===== src/design/pmtu_pkg.sv =====
// pmtu_pkg: shared types and constants of the path-MTU probe search controller
// request, result, configuration and snapshot types, mode and command codes
// no dependencies
package pmtu_pkg;

  localparam int unsigned TimeWidth = 32;
  localparam int unsigned MtuWidth  = 16;
  localparam int unsigned CntWidth  = 8;
  localparam int unsigned CmdWidth  = 4;
  localparam int unsigned CfgIdxWidth = 3;
  localparam int unsigned CfgDataWidth = 32;
  localparam int unsigned ModeCodeWidth = 3;

  typedef logic [TimeWidth-1:0] time_t;
  typedef logic [MtuWidth-1:0]  mtu_t;
  typedef logic [CntWidth-1:0]  cnt_t;

  // command codes of a request
  typedef enum logic [CmdWidth-1:0] {
    CmdEnable  = 4'd0,
    CmdDisable = 4'd1,
    CmdReset   = 4'd2,
    CmdSent    = 4'd3,
    CmdAcked   = 4'd4,
    CmdLost    = 4'd5,
    CmdTooBig  = 4'd6,
    CmdTimeout = 4'd7,
    CmdPoll    = 4'd8
  } cmd_e;

  // configuration register indexes
  typedef enum logic [CfgIdxWidth-1:0] {
    CfgMinMtu       = 3'd0,
    CfgMaxProbeMtu  = 3'd1,
    CfgProbeStep    = 3'd2,
    CfgMaxProbes    = 3'd3,
    CfgProbeIntv    = 3'd4,
    CfgProbeTimeout = 3'd5,
    CfgConfirmIntv  = 3'd6,
    CfgBlackHoleThr = 3'd7
  } cfg_idx_e;

  // controller mode, one-hot
  typedef enum logic [4:0] {
    ModeDisabled  = 5'b00001,
    ModeBase      = 5'b00010,
    ModeSearching = 5'b00100,
    ModeComplete  = 5'b01000,
    ModeError     = 5'b10000
  } mode_e;

  // mode codes as reported in a result
  localparam logic [ModeCodeWidth-1:0] ModeCodeDisabled  = 3'd0;
  localparam logic [ModeCodeWidth-1:0] ModeCodeBase      = 3'd1;
  localparam logic [ModeCodeWidth-1:0] ModeCodeSearching = 3'd2;
  localparam logic [ModeCodeWidth-1:0] ModeCodeComplete  = 3'd3;
  localparam logic [ModeCodeWidth-1:0] ModeCodeError     = 3'd4;

  // reset values of the configuration registers
  localparam mtu_t  MinMtuRst       = 16'd1200;
  localparam mtu_t  MaxProbeMtuRst  = 16'd1500;
  localparam mtu_t  ProbeStepRst    = 16'd16;
  localparam cnt_t  MaxProbesRst    = 8'd3;
  localparam time_t ProbeIntvRst    = 32'd1000;
  localparam time_t ProbeTimeoutRst = 32'd3000;
  localparam time_t ConfirmIntvRst  = 32'd600000;
  localparam cnt_t  BlackHoleThrRst = 8'd3;

  typedef struct packed {
    logic [CmdWidth-1:0] cmd;
    mtu_t                size;
    time_t               now;
  } in_req_t;

  typedef struct packed {
    logic [ModeCodeWidth-1:0] mode;
    mtu_t                     current_mtu;
    logic                     probe_valid;
    mtu_t                     probe_bytes;
    logic                     probe_now;
    logic                     in_flight;
    logic                     deadline_valid;
    time_t                    deadline;
  } out_rsp_t;

  typedef struct packed {
    mtu_t  min_mtu;
    mtu_t  mtu_ceiling;
    mtu_t  conv_width;
    cnt_t  retry_limit;
    time_t probe_gap;
    time_t loss_wait;
    time_t revalidate_gap;
    cnt_t  black_hole_threshold;
  } cfg_t;

  // controller state after one request, handed to the status stage
  typedef struct packed {
    mode_e mode;
    mtu_t  validated_mtu;
    mtu_t  probing_size;
    logic  probe_pending;
    time_t last_probe_at;
    time_t completed_at;
    time_t now;
  } snap_t;

endpackage


===== src/design/pmtu_cfg.sv =====
// pmtu_cfg: configuration register file of the probe search controller
// depends on pmtu_pkg
module pmtu_cfg import pmtu_pkg::*; (
  input  logic                    clk_i,
  input  logic                    rst_ni,
  input  logic                    cfg_we_i,
  input  logic [CfgIdxWidth-1:0]  cfg_idx_i,
  input  logic [CfgDataWidth-1:0] cfg_wdata_i,
  output cfg_t                    cfg_o
);

  cfg_t cfg_q;

  always_ff @(posedge clk_i or negedge rst_ni) begin
    if (!rst_ni) begin
      cfg_q.min_mtu              <= MinMtuRst;
      cfg_q.mtu_ceiling          <= MaxProbeMtuRst;
      cfg_q.conv_width           <= ProbeStepRst;
      cfg_q.retry_limit          <= MaxProbesRst;
      cfg_q.probe_gap            <= ProbeIntvRst;
      cfg_q.loss_wait            <= ProbeTimeoutRst;
      cfg_q.revalidate_gap       <= ConfirmIntvRst;
      cfg_q.black_hole_threshold <= BlackHoleThrRst;
    end else if (cfg_we_i) begin
      case (cfg_idx_e'(cfg_idx_i))
        CfgMinMtu:       cfg_q.min_mtu              <= cfg_wdata_i[MtuWidth-1:0];
        CfgMaxProbeMtu:  cfg_q.mtu_ceiling          <= cfg_wdata_i[MtuWidth-1:0];
        CfgProbeStep:    cfg_q.conv_width           <= cfg_wdata_i[MtuWidth-1:0];
        CfgMaxProbes:    cfg_q.retry_limit          <= cfg_wdata_i[CntWidth-1:0];
        CfgProbeIntv:    cfg_q.probe_gap            <= cfg_wdata_i[TimeWidth-1:0];
        CfgProbeTimeout: cfg_q.loss_wait            <= cfg_wdata_i[TimeWidth-1:0];
        CfgConfirmIntv:  cfg_q.revalidate_gap       <= cfg_wdata_i[TimeWidth-1:0];
        CfgBlackHoleThr: cfg_q.black_hole_threshold <= cfg_wdata_i[CntWidth-1:0];
        default: ;
      endcase
    end
  end

  assign cfg_o = cfg_q;

endmodule


===== src/design/pmtu_ctrl.sv =====
// pmtu_ctrl: request register and state update of the probe search controller
// applies one request per cycle unless stalled; hands new state on as snapshot
// depends on pmtu_pkg
module pmtu_ctrl import pmtu_pkg::*; (
  input  logic    clk_i,
  input  logic    rst_ni,
  input  cfg_t    cfg_i,
  input  logic    in_valid_i,
  output logic    in_stall_o,
  input  in_req_t in_req_i,
  output logic    snap_valid_o,
  input  logic    snap_stall_i,
  output snap_t   snap_o
);

  typedef struct packed {
    mode_e mode;
    mtu_t  vmtu;
    mtu_t  wlo;
    mtu_t  whi;
    mtu_t  psize;
    cnt_t  retry;
    cnt_t  streak;
    logic  pending;
    time_t last_at;
    time_t comp_at;
  } state_t;

  function automatic cnt_t sat_inc(cnt_t v);
    return (v == {CntWidth{1'b1}}) ? v : cnt_t'(v + 1'b1);
  endfunction

  // inverted window counts as converged
  function automatic logic converged(mtu_t lo, mtu_t hi, mtu_t step);
    return (hi < lo) || (mtu_t'(hi - lo) <= step);
  endfunction

  function automatic mtu_t next_size(mtu_t lo, mtu_t hi, mtu_t step);
    logic [MtuWidth:0] mid;
    mtu_t              res;
    mid = '0;
    if (hi <= lo) begin
      res = hi;
    end else begin
      mid = {1'b0, lo} + {1'b0, mtu_t'(mtu_t'(hi - lo) >> 1)};
      if (mid[MtuWidth-1:0] == lo) begin
        mid = {1'b0, lo} + {1'b0, step};
      end
      res = (mid < {1'b0, hi}) ? mid[MtuWidth-1:0] : hi;
    end
    return res;
  endfunction

  function automatic logic is_active(mode_e m);
    return (m == ModeBase) || (m == ModeSearching);
  endfunction

  function automatic state_t close_search(state_t s, time_t now);
    state_t r;
    r         = s;
    r.mode    = ModeComplete;
    r.comp_at = now;
    r.psize   = '0;
    r.retry   = '0;
    return r;
  endfunction

  function automatic state_t black_hole(state_t s, cfg_t c);
    state_t r;
    r         = s;
    r.mode    = ModeError;
    r.vmtu    = c.min_mtu;
    r.wlo     = c.min_mtu;
    r.whi     = c.mtu_ceiling;
    r.psize   = '0;
    r.retry   = '0;
    r.streak  = '0;
    r.pending = 1'b0;
    return r;
  endfunction

  function automatic state_t lost(state_t s, mtu_t size, time_t now, cfg_t c);
    state_t r;
    r         = s;
    r.pending = 1'b0;
    r.streak  = sat_inc(s.streak);
    if (r.streak >= c.black_hole_threshold) begin
      r = black_hole(r, c);
    end else if (is_active(r.mode)) begin
      if (r.retry >= c.retry_limit) begin
        r.whi   = size;
        r.retry = '0;
        if (converged(r.wlo, r.whi, c.conv_width)) begin
          r = close_search(r, now);
        end else begin
          r.psize = next_size(r.wlo, r.whi, c.conv_width);
        end
      end
    end else if (r.mode == ModeComplete) begin
      // re-validation failed
      r.mode  = ModeError;
      r.whi   = r.vmtu;
      r.wlo   = c.min_mtu;
      r.vmtu  = c.min_mtu;
      r.retry = '0;
    end
    return r;
  endfunction

  function automatic state_t acked(state_t s, mtu_t size, time_t now, cfg_t c);
    state_t r;
    r         = s;
    r.pending = 1'b0;
    r.streak  = '0;
    if (is_active(r.mode)) begin
      if (size > r.vmtu) begin
        r.vmtu = size;
        r.wlo  = size;
      end
      if (converged(r.wlo, r.whi, c.conv_width)) begin
        r = close_search(r, now);
      end else begin
        r.mode  = ModeSearching;
        r.retry = '0;
        r.psize = next_size(r.wlo, r.whi, c.conv_width);
      end
    end else if (r.mode == ModeComplete) begin
      r.comp_at = now;
    end else if (r.mode == ModeError) begin
      r.mode  = ModeSearching;
      r.retry = '0;
      r.psize = next_size(r.wlo, r.whi, c.conv_width);
    end
    return r;
  endfunction

  function automatic state_t too_big(state_t s, mtu_t size, cfg_t c);
    state_t r;
    r = s;
    if ((size >= c.min_mtu) && (size < r.vmtu)) begin
      r.vmtu = size;
      r.whi  = size;
      if (r.mode == ModeComplete) begin
        r.mode  = ModeSearching;
        r.retry = '0;
        r.psize = next_size(r.wlo, r.whi, c.conv_width);
      end
    end else if (size < c.min_mtu) begin
      r = black_hole(r, c);
    end
    return r;
  endfunction

  state_t  state_q, state_d;
  in_req_t req_q;
  logic    req_valid_q;
  snap_t   snap_q, snap_d;
  logic    snap_valid_q;
  logic    adv_snap, adv_req;
  time_t   since_probe;

  assign adv_snap   = !snap_valid_q || !snap_stall_i;
  assign adv_req    = !req_valid_q || adv_snap;
  assign in_stall_o = !adv_req;

  assign since_probe = time_t'(req_q.now - state_q.last_at);

  always_comb begin
    state_d = state_q;
    case (cmd_e'(req_q.cmd))
      CmdEnable: begin
        if (state_q.mode == ModeDisabled) begin
          state_d.vmtu    = cfg_i.min_mtu;
          state_d.streak  = '0;
          state_d.pending = 1'b0;
          state_d.mode    = ModeSearching;
          state_d.wlo     = cfg_i.min_mtu;
          state_d.whi     = cfg_i.mtu_ceiling;
          state_d.retry   = '0;
          state_d.psize   = next_size(cfg_i.min_mtu, cfg_i.mtu_ceiling, cfg_i.conv_width);
        end
      end
      CmdDisable: begin
        state_d.mode    = ModeDisabled;
        state_d.vmtu    = cfg_i.min_mtu;
        state_d.psize   = '0;
        state_d.pending = 1'b0;
      end
      CmdReset: begin
        // timestamps survive a reset request
        state_d.mode    = ModeDisabled;
        state_d.vmtu    = cfg_i.min_mtu;
        state_d.wlo     = cfg_i.min_mtu;
        state_d.whi     = cfg_i.mtu_ceiling;
        state_d.psize   = '0;
        state_d.retry   = '0;
        state_d.streak  = '0;
        state_d.pending = 1'b0;
      end
      CmdSent: begin
        state_d.psize   = req_q.size;
        state_d.last_at = req_q.now;
        state_d.pending = 1'b1;
        state_d.retry   = sat_inc(state_q.retry);
      end
      CmdAcked: state_d = acked(state_q, req_q.size, req_q.now, cfg_i);
      CmdLost:  state_d = lost(state_q, req_q.size, req_q.now, cfg_i);
      CmdTooBig: state_d = too_big(state_q, req_q.size, cfg_i);
      CmdTimeout: begin
        if ((state_q.mode != ModeDisabled) && state_q.pending &&
            (since_probe >= cfg_i.loss_wait)) begin
          state_d = lost(state_q, state_q.psize, req_q.now, cfg_i);
        end
      end
      default: ;
    endcase
  end

  always_comb begin
    snap_d.mode          = state_d.mode;
    snap_d.validated_mtu = state_d.vmtu;
    snap_d.probing_size  = state_d.psize;
    snap_d.probe_pending = state_d.pending;
    snap_d.last_probe_at = state_d.last_at;
    snap_d.completed_at  = state_d.comp_at;
    snap_d.now           = req_q.now;
  end

  always_ff @(posedge clk_i or negedge rst_ni) begin
    if (!rst_ni) begin
      state_q.mode    <= ModeDisabled;
      state_q.vmtu    <= MinMtuRst;
      state_q.wlo     <= MinMtuRst;
      state_q.whi     <= MaxProbeMtuRst;
      state_q.psize   <= '0;
      state_q.retry   <= '0;
      state_q.streak  <= '0;
      state_q.pending <= 1'b0;
      state_q.last_at <= '0;
      state_q.comp_at <= '0;
      req_valid_q     <= 1'b0;
      snap_valid_q    <= 1'b0;
    end else begin
      if (adv_snap) begin
        snap_valid_q <= req_valid_q;
        if (req_valid_q) begin
          state_q <= state_d;
        end
      end
      if (adv_req) begin
        req_valid_q <= in_valid_i;
      end
    end
  end

  always_ff @(posedge clk_i) begin
    if (adv_snap && req_valid_q) begin
      snap_q <= snap_d;
    end
    if (adv_req && in_valid_i) begin
      req_q <= in_req_i;
    end
  end

  assign snap_valid_o = snap_valid_q;
  assign snap_o       = snap_q;

endmodule


===== src/design/pmtu_status.sv =====
// pmtu_status: result stage of the probe search controller
// forms probe offer, probe-now flag and next deadline from a state snapshot
// depends on pmtu_pkg
module pmtu_status import pmtu_pkg::*; (
  input  logic     clk_i,
  input  logic     rst_ni,
  input  cfg_t     cfg_i,
  input  logic     snap_valid_i,
  output logic     snap_stall_o,
  input  snap_t    snap_i,
  output logic     out_valid_o,
  input  logic     out_stall_i,
  output out_rsp_t out_rsp_o
);

  out_rsp_t rsp_q, rsp_d;
  logic     out_valid_q;
  logic     adv_out;
  time_t    since_probe, since_done;

  assign adv_out      = !out_valid_q || !out_stall_i;
  assign snap_stall_o = !adv_out;

  assign since_probe = time_t'(snap_i.now - snap_i.last_probe_at);
  assign since_done  = time_t'(snap_i.now - snap_i.completed_at);

  always_comb begin
    rsp_d                = '0;
    rsp_d.current_mtu    = snap_i.validated_mtu;
    rsp_d.in_flight      = snap_i.probe_pending;
    rsp_d.deadline_valid = 1'b1;
    case (snap_i.mode)
      ModeDisabled: begin
        rsp_d.mode           = ModeCodeDisabled;
        rsp_d.deadline_valid = 1'b0;
      end
      ModeBase: begin
        rsp_d.mode        = ModeCodeBase;
        rsp_d.probe_valid = (snap_i.probing_size != '0);
        rsp_d.probe_bytes = snap_i.probing_size;
        rsp_d.probe_now   = !snap_i.probe_pending;
        rsp_d.deadline    = snap_i.probe_pending ?
                            time_t'(snap_i.last_probe_at + cfg_i.loss_wait) :
                            time_t'(snap_i.last_probe_at + cfg_i.probe_gap);
      end
      ModeSearching: begin
        rsp_d.mode        = ModeCodeSearching;
        rsp_d.probe_valid = (snap_i.probing_size != '0);
        rsp_d.probe_bytes = snap_i.probing_size;
        rsp_d.probe_now   = !snap_i.probe_pending && (since_probe >= cfg_i.probe_gap);
        rsp_d.deadline    = snap_i.probe_pending ?
                            time_t'(snap_i.last_probe_at + cfg_i.loss_wait) :
                            time_t'(snap_i.last_probe_at + cfg_i.probe_gap);
      end
      ModeComplete: begin
        rsp_d.mode        = ModeCodeComplete;
        rsp_d.probe_valid = 1'b1;
        rsp_d.probe_bytes = snap_i.validated_mtu;
        rsp_d.probe_now   = !snap_i.probe_pending &&
                            (since_done >= cfg_i.revalidate_gap);
        rsp_d.deadline    = snap_i.probe_pending ?
                            time_t'(snap_i.last_probe_at + cfg_i.loss_wait) :
                            time_t'(snap_i.completed_at + cfg_i.revalidate_gap);
      end
      ModeError: begin
        rsp_d.mode      = ModeCodeError;
        rsp_d.probe_now = !snap_i.probe_pending && (since_probe >= cfg_i.loss_wait);
        rsp_d.deadline  = time_t'(snap_i.last_probe_at + cfg_i.loss_wait);
      end
      default: begin
        rsp_d.mode           = ModeCodeDisabled;
        rsp_d.deadline_valid = 1'b0;
      end
    endcase
  end

  always_ff @(posedge clk_i or negedge rst_ni) begin
    if (!rst_ni) begin
      out_valid_q <= 1'b0;
    end else if (adv_out) begin
      out_valid_q <= snap_valid_i;
    end
  end

  always_ff @(posedge clk_i) begin
    if (adv_out && snap_valid_i) begin
      rsp_q <= rsp_d;
    end
  end

  assign out_valid_o = out_valid_q;
  assign out_rsp_o   = rsp_q;

endmodule


===== src/design/pmtu_probe_search_controller_top.sv =====
// Path-MTU probe search controller. Each request carries a command, a probe or
// reported size and a tick timestamp; each request gives exactly one result with
// the mode, validated MTU, offered probe size, probe-now flag, in-flight flag and
// next deadline. A request is taken every cycle when the output is not stalled;
// the path is three registers deep (request register, state update into the
// state and snapshot registers, result register). Each request reads the state
// left by the one before it, which the state update stage writes into the state
// register as it loads the snapshot register.
// Configuration registers may only be written while no request is in flight.
// depends on pmtu_pkg, pmtu_cfg, pmtu_ctrl, pmtu_status
module pmtu_probe_search_controller_top import pmtu_pkg::*; (
  input  logic                    clk_i,
  input  logic                    rst_ni,
  input  logic                    cfg_we_i,
  input  logic [CfgIdxWidth-1:0]  cfg_idx_i,
  input  logic [CfgDataWidth-1:0] cfg_wdata_i,
  input  logic                    in_valid_i,
  output logic                    in_stall_o,
  input  in_req_t                 in_req_i,
  output logic                    out_valid_o,
  input  logic                    out_stall_i,
  output out_rsp_t                out_rsp_o
);

  cfg_t  cfg;
  snap_t snap;
  logic  snap_valid;
  logic  snap_stall;

  pmtu_cfg u_cfg (
    .clk_i       (clk_i),
    .rst_ni      (rst_ni),
    .cfg_we_i    (cfg_we_i),
    .cfg_idx_i   (cfg_idx_i),
    .cfg_wdata_i (cfg_wdata_i),
    .cfg_o       (cfg)
  );

  pmtu_ctrl u_ctrl (
    .clk_i        (clk_i),
    .rst_ni       (rst_ni),
    .cfg_i        (cfg),
    .in_valid_i   (in_valid_i),
    .in_stall_o   (in_stall_o),
    .in_req_i     (in_req_i),
    .snap_valid_o (snap_valid),
    .snap_stall_i (snap_stall),
    .snap_o       (snap)
  );

  pmtu_status u_status (
    .clk_i        (clk_i),
    .rst_ni       (rst_ni),
    .cfg_i        (cfg),
    .snap_valid_i (snap_valid),
    .snap_stall_o (snap_stall),
    .snap_i       (snap),
    .out_valid_o  (out_valid_o),
    .out_stall_i  (out_stall_i),
    .out_rsp_o    (out_rsp_o)
  );

endmodule

===== config.mk =====
export PLATFORM = sky130hd
export DESIGN_NAME = pmtu_probe_search_controller_top
export DESIGN_NICKNAME = d
export VERILOG_FILES = /design/src/design/pmtu_pkg.sv /design/src/design/pmtu_cfg.sv /design/src/design/pmtu_ctrl.sv /design/src/design/pmtu_status.sv /design/src/design/pmtu_probe_search_controller_top.sv
export SDC_FILE = /design/constraint.sdc
export NUM_CORES = 2
export LEC_CHECK = 0
export BUFFER_PORTS_ARGS = -buffer_cell sky130_fd_sc_hd__buf_4
export CAP_MARGIN = 40
export CORE_MARGIN = 1.5
export CORE_UTILIZATION = 60
export CTS_CLUSTER_SIZE = 12
export DETAILED_ROUTE_END_ITERATION = 16
export GPL_TIMING_DRIVEN = 0
export PLACE_DENSITY = 0.8
export REMOVE_ABC_BUFFERS = 1
export SETUP_SLACK_MARGIN = 0.1
export SYNTH_ARGS = -nofsm -noshare
export SYNTH_HDL_FRONTEND = slang
export SYNTH_HIERARCHICAL = 1
export SYNTH_SLANG_ARGS = --single-unit
export TNS_END_PERCENT = 5

===== constraint.sdc =====
create_clock -name clk_i -period 32.8 [get_ports clk_i]
set_input_delay 1.64 -clock clk_i [delete_from_list [all_inputs] [get_ports clk_i]]
set_output_delay 1.64 -clock clk_i [all_outputs]
set_load 0.01 [all_outputs]

Yosys cells after proc, flatten, opt, wreduce, memory -nomap -nowiden
Cells that the tools add are included.
{"block": "op_classes", "add_sub_neg": 21, "multipliers": 0, "n_div": 0, "n_lt_le_gt_ge": 27, "eq_ne": 45, "shift": 0, "n_mux": 106, "bitwise_logic": 1, "n_reduce_logical": 44}
{"operator": "$mux 150", "count": 6}
{"operator": "$mux 17", "count": 33}
{"operator": "$mux 32", "count": 10}
{"operator": "$mux 16", "count": 17}
{"operator": "$mux 53", "count": 5}
{"operator": "$mux 73", "count": 3}
{"operator": "$pmux 32 s6", "count": 1}
{"operator": "$pmux 32 s5", "count": 1}
{"operator": "$ge 32x32->1", "count": 4}
{"operator": "$le 16x16->1", "count": 8}
{"operator": "$pmux 32 s4", "count": 1}
{"operator": "$pmux 21 s6", "count": 1}
{"operator": "$mux 24", "count": 5}
{"operator": "$pmux 16 s7", "count": 1}
{"operator": "$lt 17x16->1", "count": 6}
{"operator": "$add 32x32->32", "count": 3}
{"operator": "$pmux 32 s3", "count": 1}
{"operator": "$sub 32x32->32", "count": 3}
{"operator": "$mux 86", "count": 1}
{"operator": "$add 16x15->17", "count": 5}
{"operator": "$eq 16x16->1", "count": 5}
{"operator": "$lt 16x16->1", "count": 5}
{"operator": "$sub 16x16->16", "count": 5}
{"operator": "$pmux 8 s7", "count": 1}
{"operator": "53 further kinds", "count": 113}
{"block": "word_totals", "reg_bits": 570, "latch_bits": 0, "mem_bits_rw": 0, "rom_bits": 0, "output_inout_bits": 73, "n_memories": 0}

Depth between registers and ports, before layout
{"block": "depth", "depth_word": 20, "ltp_mapped": 52, "mapped_depth_nobuf": 46}

Cells and area by module
The synthesis kept the hierarchy.
{"module": "pmtu_ctrl", "n_inst": 1, "cells_each": 4351, "area_per_inst_um2": 36045.8, "seq_area_each_um2": 9409.0}
{"module": "pmtu_status", "n_inst": 1, "cells_each": 1601, "area_per_inst_um2": 12957.4, "seq_area_each_um2": 2157.1}
{"module": "pmtu_cfg", "n_inst": 1, "cells_each": 347, "area_per_inst_um2": 6117.1, "seq_area_each_um2": 4050.1}

Worst setup path before layout
No wires, ideal clock.
{"block": "synth_timing", "kind": "register -> register", "start": "register u_ctrl/state_q[136] (netlist name)", "end": "register u_ctrl.snap_q (netlist bit u_ctrl/snap_o[111]), data pin", "setup_ns": 0.275, "t_arrival_ns": 10.260, "t_required_ns": 32.525, "path_slack_ns": 22.264, "path_stages_with_launch": 47, "n_path_buf": 6, "synth_period_minus_slack_ns": 10.536, "path_cell_list": "dfstp_2 > inv_1 > ha_1 > nand3_1 > or4_1 > or2_0 > buf_2 > o31ai_4 > clkbuf_1 > buf_1 > a21oi_1 > ha_1 > nor2b_1 > o21ai_0 > a21boi_0 > o21ai_0 > a21boi_0 > o21ai_0 > [... 11 more ...] > nor4b_2 > and2_1 > buf_4 > clkbuf_1 > mux2_2 > ha_1 > a21o_1 > a211oi_1 > o21bai_1 > a21oi_1 > o211a_1 > nor4bb_1 > nand3_2 > nand2_2 > buf_2 > o21ai_0 > a211oi_1 > o211ai_1"}
{"item": "from (decl)", "line_no": "pmtu_ctrl.sv:154", "text": "state_t state_q, state_d;"}
{"item": "from (signal assigned)", "line_no": "pmtu_ctrl.sv:247", "text": "state_q <= state_d;"}
{"item": "to (signal assigned)", "line_no": "pmtu_ctrl.sv:258", "text": "snap_q <= snap_d;"}
{"item": "to (decl)", "line_no": "pmtu_ctrl.sv:157", "text": "snap_t snap_q, snap_d;"}

==> key figures <==
Floorplanning
  • Initial core utilization: 60.9%
  • Die Ht: about 300 µm
  • Site Rows: 110
  • Die X: between 300 and 400 µm
  • Full die area: about 0.094 mm²
  • Io pins: 165
  • Core ar.: approximately 0.091 mm²

Logic synthesis
  • Top FF cell, synth: dfrtp_1
  • Top post-synthesis cells by area: ha_1, edfxtp_1, dfrtp_1
  • Synthesized instance count: roughly 6300
  • Share of the synthesized area in the top cell type: 15.7%
  • Async SR Flop Fraction: around 55%
  • Synthesized flop and latch total: between 500 and 600
  • EDFF count, synth: between 200 and 300
  • Synth Cell Area: 0.0551 mm²
  • Netlist cell types: about 110
  • Most common cell in the netlist: ha_1
  • Syn_area_per_cell: a little under 9 µm²
  • Sequential share of the synthesized area: 28.3%
  • Synthesis Warnings: 6
  • Synth top cells by count: ha_1, nand2_1, o21ai_0
  • Post-synth top area cell: ha_1

Routing
  • DRT Pass-1 Iters: 14
  • Total Wirelength: between 200 and 250 mm
  • Post-DR wirelength/cell: ~28 µm
  • First-iteration detailed-routing DRC count: between 6000 and 7000
  • DRC: 0
  • Vias: between 50000 and 60000
  • DR vias/cell: around 6.8
  • Number of nets with antenna violations after routing: 0

Min path
  • Hold Path Depth: 0
  • Worst hold path class: flip-flop to flip-flop
  • WHS Endpoint: u_status/out_rsp_o[63]$_DFFE_PP_
  • Worst hold start: u_ctrl/snap_o[124]$_DFFE_PP_

Layout
  • Synth-to-Final Area Change: 10.0%
  • Final nets: between 7000 and 8000
  • Share of layout cells above drive strength 1: between 10 and 15%

CTS
  • TritonCTS Sinks: 570
  • H-tree depth: 3
  • CTS Hold Buffers Added: 0
  • Buffer count from post-CTS setup fixing: 0
  • Total CTS buffers: 67
  • Post-cts sizing count: 0
  • Clock root cell: clkbuf_16
  • Clk Latency, worst-skew pair: a little under 0.7 ns
  • CTS tree: done
  • Clock-pin slew on the worst setup and hold paths: 0.09 ns
  • Clk buf depth: 3

Global routing
  • Largest net degree at the start of global routing: ~130
  • Initial antenna violation count: 8
  • GRT overflow: 0
  • GRT Total Usage: ~44%
  • Vias in the first global route: about 49000
  • First-pass GRT wire length: between 300 and 400 mm

STA
  • Worst slew pin tran: 1.04 ns
  • Setup TNS: 0 ns
  • RSZ-0062 raised after global routing: no
  • Final worst path period share: 41.7%
  • Worst slew margin: 30.9%
  • Count of final setup violators: 0
  • Final Critical Period: 13.69 ns
  • Clk_skew: around 0.081 ns
  • Max Fclk: approximately 0.073 GHz
  • Final hold viol count: 0
  • Slew Viols, Final: 0

Worst setup path
  • R2R Setup Slk: ~19 ns
  • CP endpoint kind: flip-flop
  • Critical-path maximum fanout: 17
  • R2R depth: between 40 and 50
  • Largest stage delay on the critical path: slightly above 0.9 ns
  • Crit path arrival time: about 14 ns
  • Worst endpoint required time: between 30 and 40 ns
  • Startpoint types: flip-flop
  • Critical-path top delay cell: edfxtp_1
  • RR Startpoint: u_ctrl/req_q[32]$_DFFE_PP_
  • Crit Reg-Reg Endpoint: u_ctrl/snap_o[108]$_DFFE_PP_
  • CP Class: flip-flop to flip-flop

Outcome
  • Status: finished clean

Place
  • Final HPWL DP: 168 mm
  • GPL Wtd Cong: about 1.1
  • I/O Buffers: about 160

Job
  • Max cap viols: 0
worst max-delay path, delay by kind of cell (launching register included):
kind                       cells  cell delay, ns
adders and majority gates      4            1.55
DFF                            1            0.92
and+or+nand+nor               16            3.97
muxes                          2            0.99
AOI/OAI and AO/OA             18            4.29
buffers and inverters          3            1.06
xor gates and xnor gates       2            0.58
area by class of cell:
cell class,instances,area (µm²)
Multi-Input combinational cell,5004,36900
Fill cell,7400,29900
Sequential cell,570,15600
Timing Repair Buffer,257,2500
Inverter,506,1910
Clock buffer,94,1850
Tap cell,1176,1470
Clock inverter,29,449
Antenna cell,5,12.5
state kept, by name, indices dropped and copies added (netlist names):
signal,count
u_cfg/cfg_o,160
u_ctrl/req_q,52
u_ctrl/req_valid_q,1
u_ctrl/snap_o,134
u_ctrl/snap_valid_o,1
u_ctrl/state_q,150
u_status/out_rsp_o,71
u_status/out_valid_o,1
cells in the final DEF, fill, tap and decap left out, types with 26 or more instances in the layout:
| master | count |
|---|---|
| nor2b_1 | 58 |
| dfrtp_1 | 260 |
| xor2_1 | 126 |
| and3_1 | 47 |
| o211ai_1 | 65 |
| nand2b_1 | 61 |
| a211oi_1 | 66 |
| o22ai_1 | 38 |
| clkbuf_16 | 68 |
| xnor2_1 | 240 |
| nand2_1 | 522 |
| nand3_1 | 121 |
| and2_1 | 26 |
| a31oi_1 | 46 |
| inv_1 | 505 |
| nor4_1 | 26 |
| a21oi_1 | 485 |
| o21bai_1 | 66 |
| o21ai_0 | 506 |
| a21o_1 | 232 |
| a221o_1 | 31 |
| mux2_2 | 205 |
| o21a_1 | 77 |
| nand4_1 | 94 |
| buf_4 | 176 |
| or2_2 | 29 |
| dfstp_2 | 53 |
| o31ai_1 | 35 |
| nor2_1 | 381 |
| or3_1 | 33 |
| edfxtp_1 | 257 |
| nor3_1 | 88 |
| a22o_1 | 55 |
| a21boi_0 | 28 |
| mux2i_1 | 45 |
| a22oi_1 | 63 |
| a221oi_1 | 31 |
| ha_1 | 690 |
cell families (layout without fill, tap and decap cells):
family / after synthesis / after routing / synth area share [%]
xor gates and xnor gates: 385 / 385 / 6.58
adders and majority gates: 709 / 709 / 16.4
muxes: 266 / 266 / 5.41
DFF: 570 / 570 / 28.3
AOI/OAI and AO/OA: 2046 / 2046 / 24.2
buffers and inverters: 725 / 886 / 5.13
and+or+nand+nor: 1598 / 1598 / 14.0
other: 0 / 5 / 0
per-layer routing:
layer,GRT usage [%],routed length [µm]
met5,0,39
met3,8.44,21800
met4,29.9,17300
met1,55.2,80800
met2,68.9,92300
per-stage QoR:
step | std cells | setup slack, ns | utilization, % | cell area, µm² | hold WS, ns
6_report | 7641 | 19.11 | 67.0 | 60700 | 0.429
5_1_grt | 7636 | 18.34 | 67.0 | 60600 | 0.448
4_1_cts | 7633 | 19.65 | 66.9 | 60600 | 0.424
3_5_place_dp | 7510 | 19.75 | 64.4 | 58300 | 0.448
3_3_place_gp | 7420 | 18.98 | 62.8 | 56900 | 0.437
2_1_floorplan | 6080 | 22.33 | - | 54200 | 0.427
how the worst max path moves through the flow:
stage	from	endpoint	slack [ns]	depth (start not counted)
floorplan	u_ctrl/state_q[136]$_DFFE_PN1P_	u_ctrl/snap_o[108]$_DFFE_PP_	22.33	43
global placement	u_ctrl/req_q[37]$_DFFE_PP_	u_ctrl/snap_o[108]$_DFFE_PP_	18.98	40
detailed placement	u_ctrl/req_q[38]$_DFFE_PP_	u_ctrl/snap_o[108]$_DFFE_PP_	19.75	45
CTS	u_ctrl/req_q[32]$_DFFE_PP_	u_ctrl/snap_o[108]$_DFFE_PP_	19.65	44
global route	u_ctrl/req_q[32]$_DFFE_PP_	u_ctrl/snap_o[108]$_DFFE_PP_	18.34	45
finish	u_ctrl/req_q[32]$_DFFE_PP_	u_ctrl/snap_o[108]$_DFFE_PP_	19.11	45
Power is not shown: default switching activity piles up to over one toggle a cycle in this logic, so the estimate is an artifact.
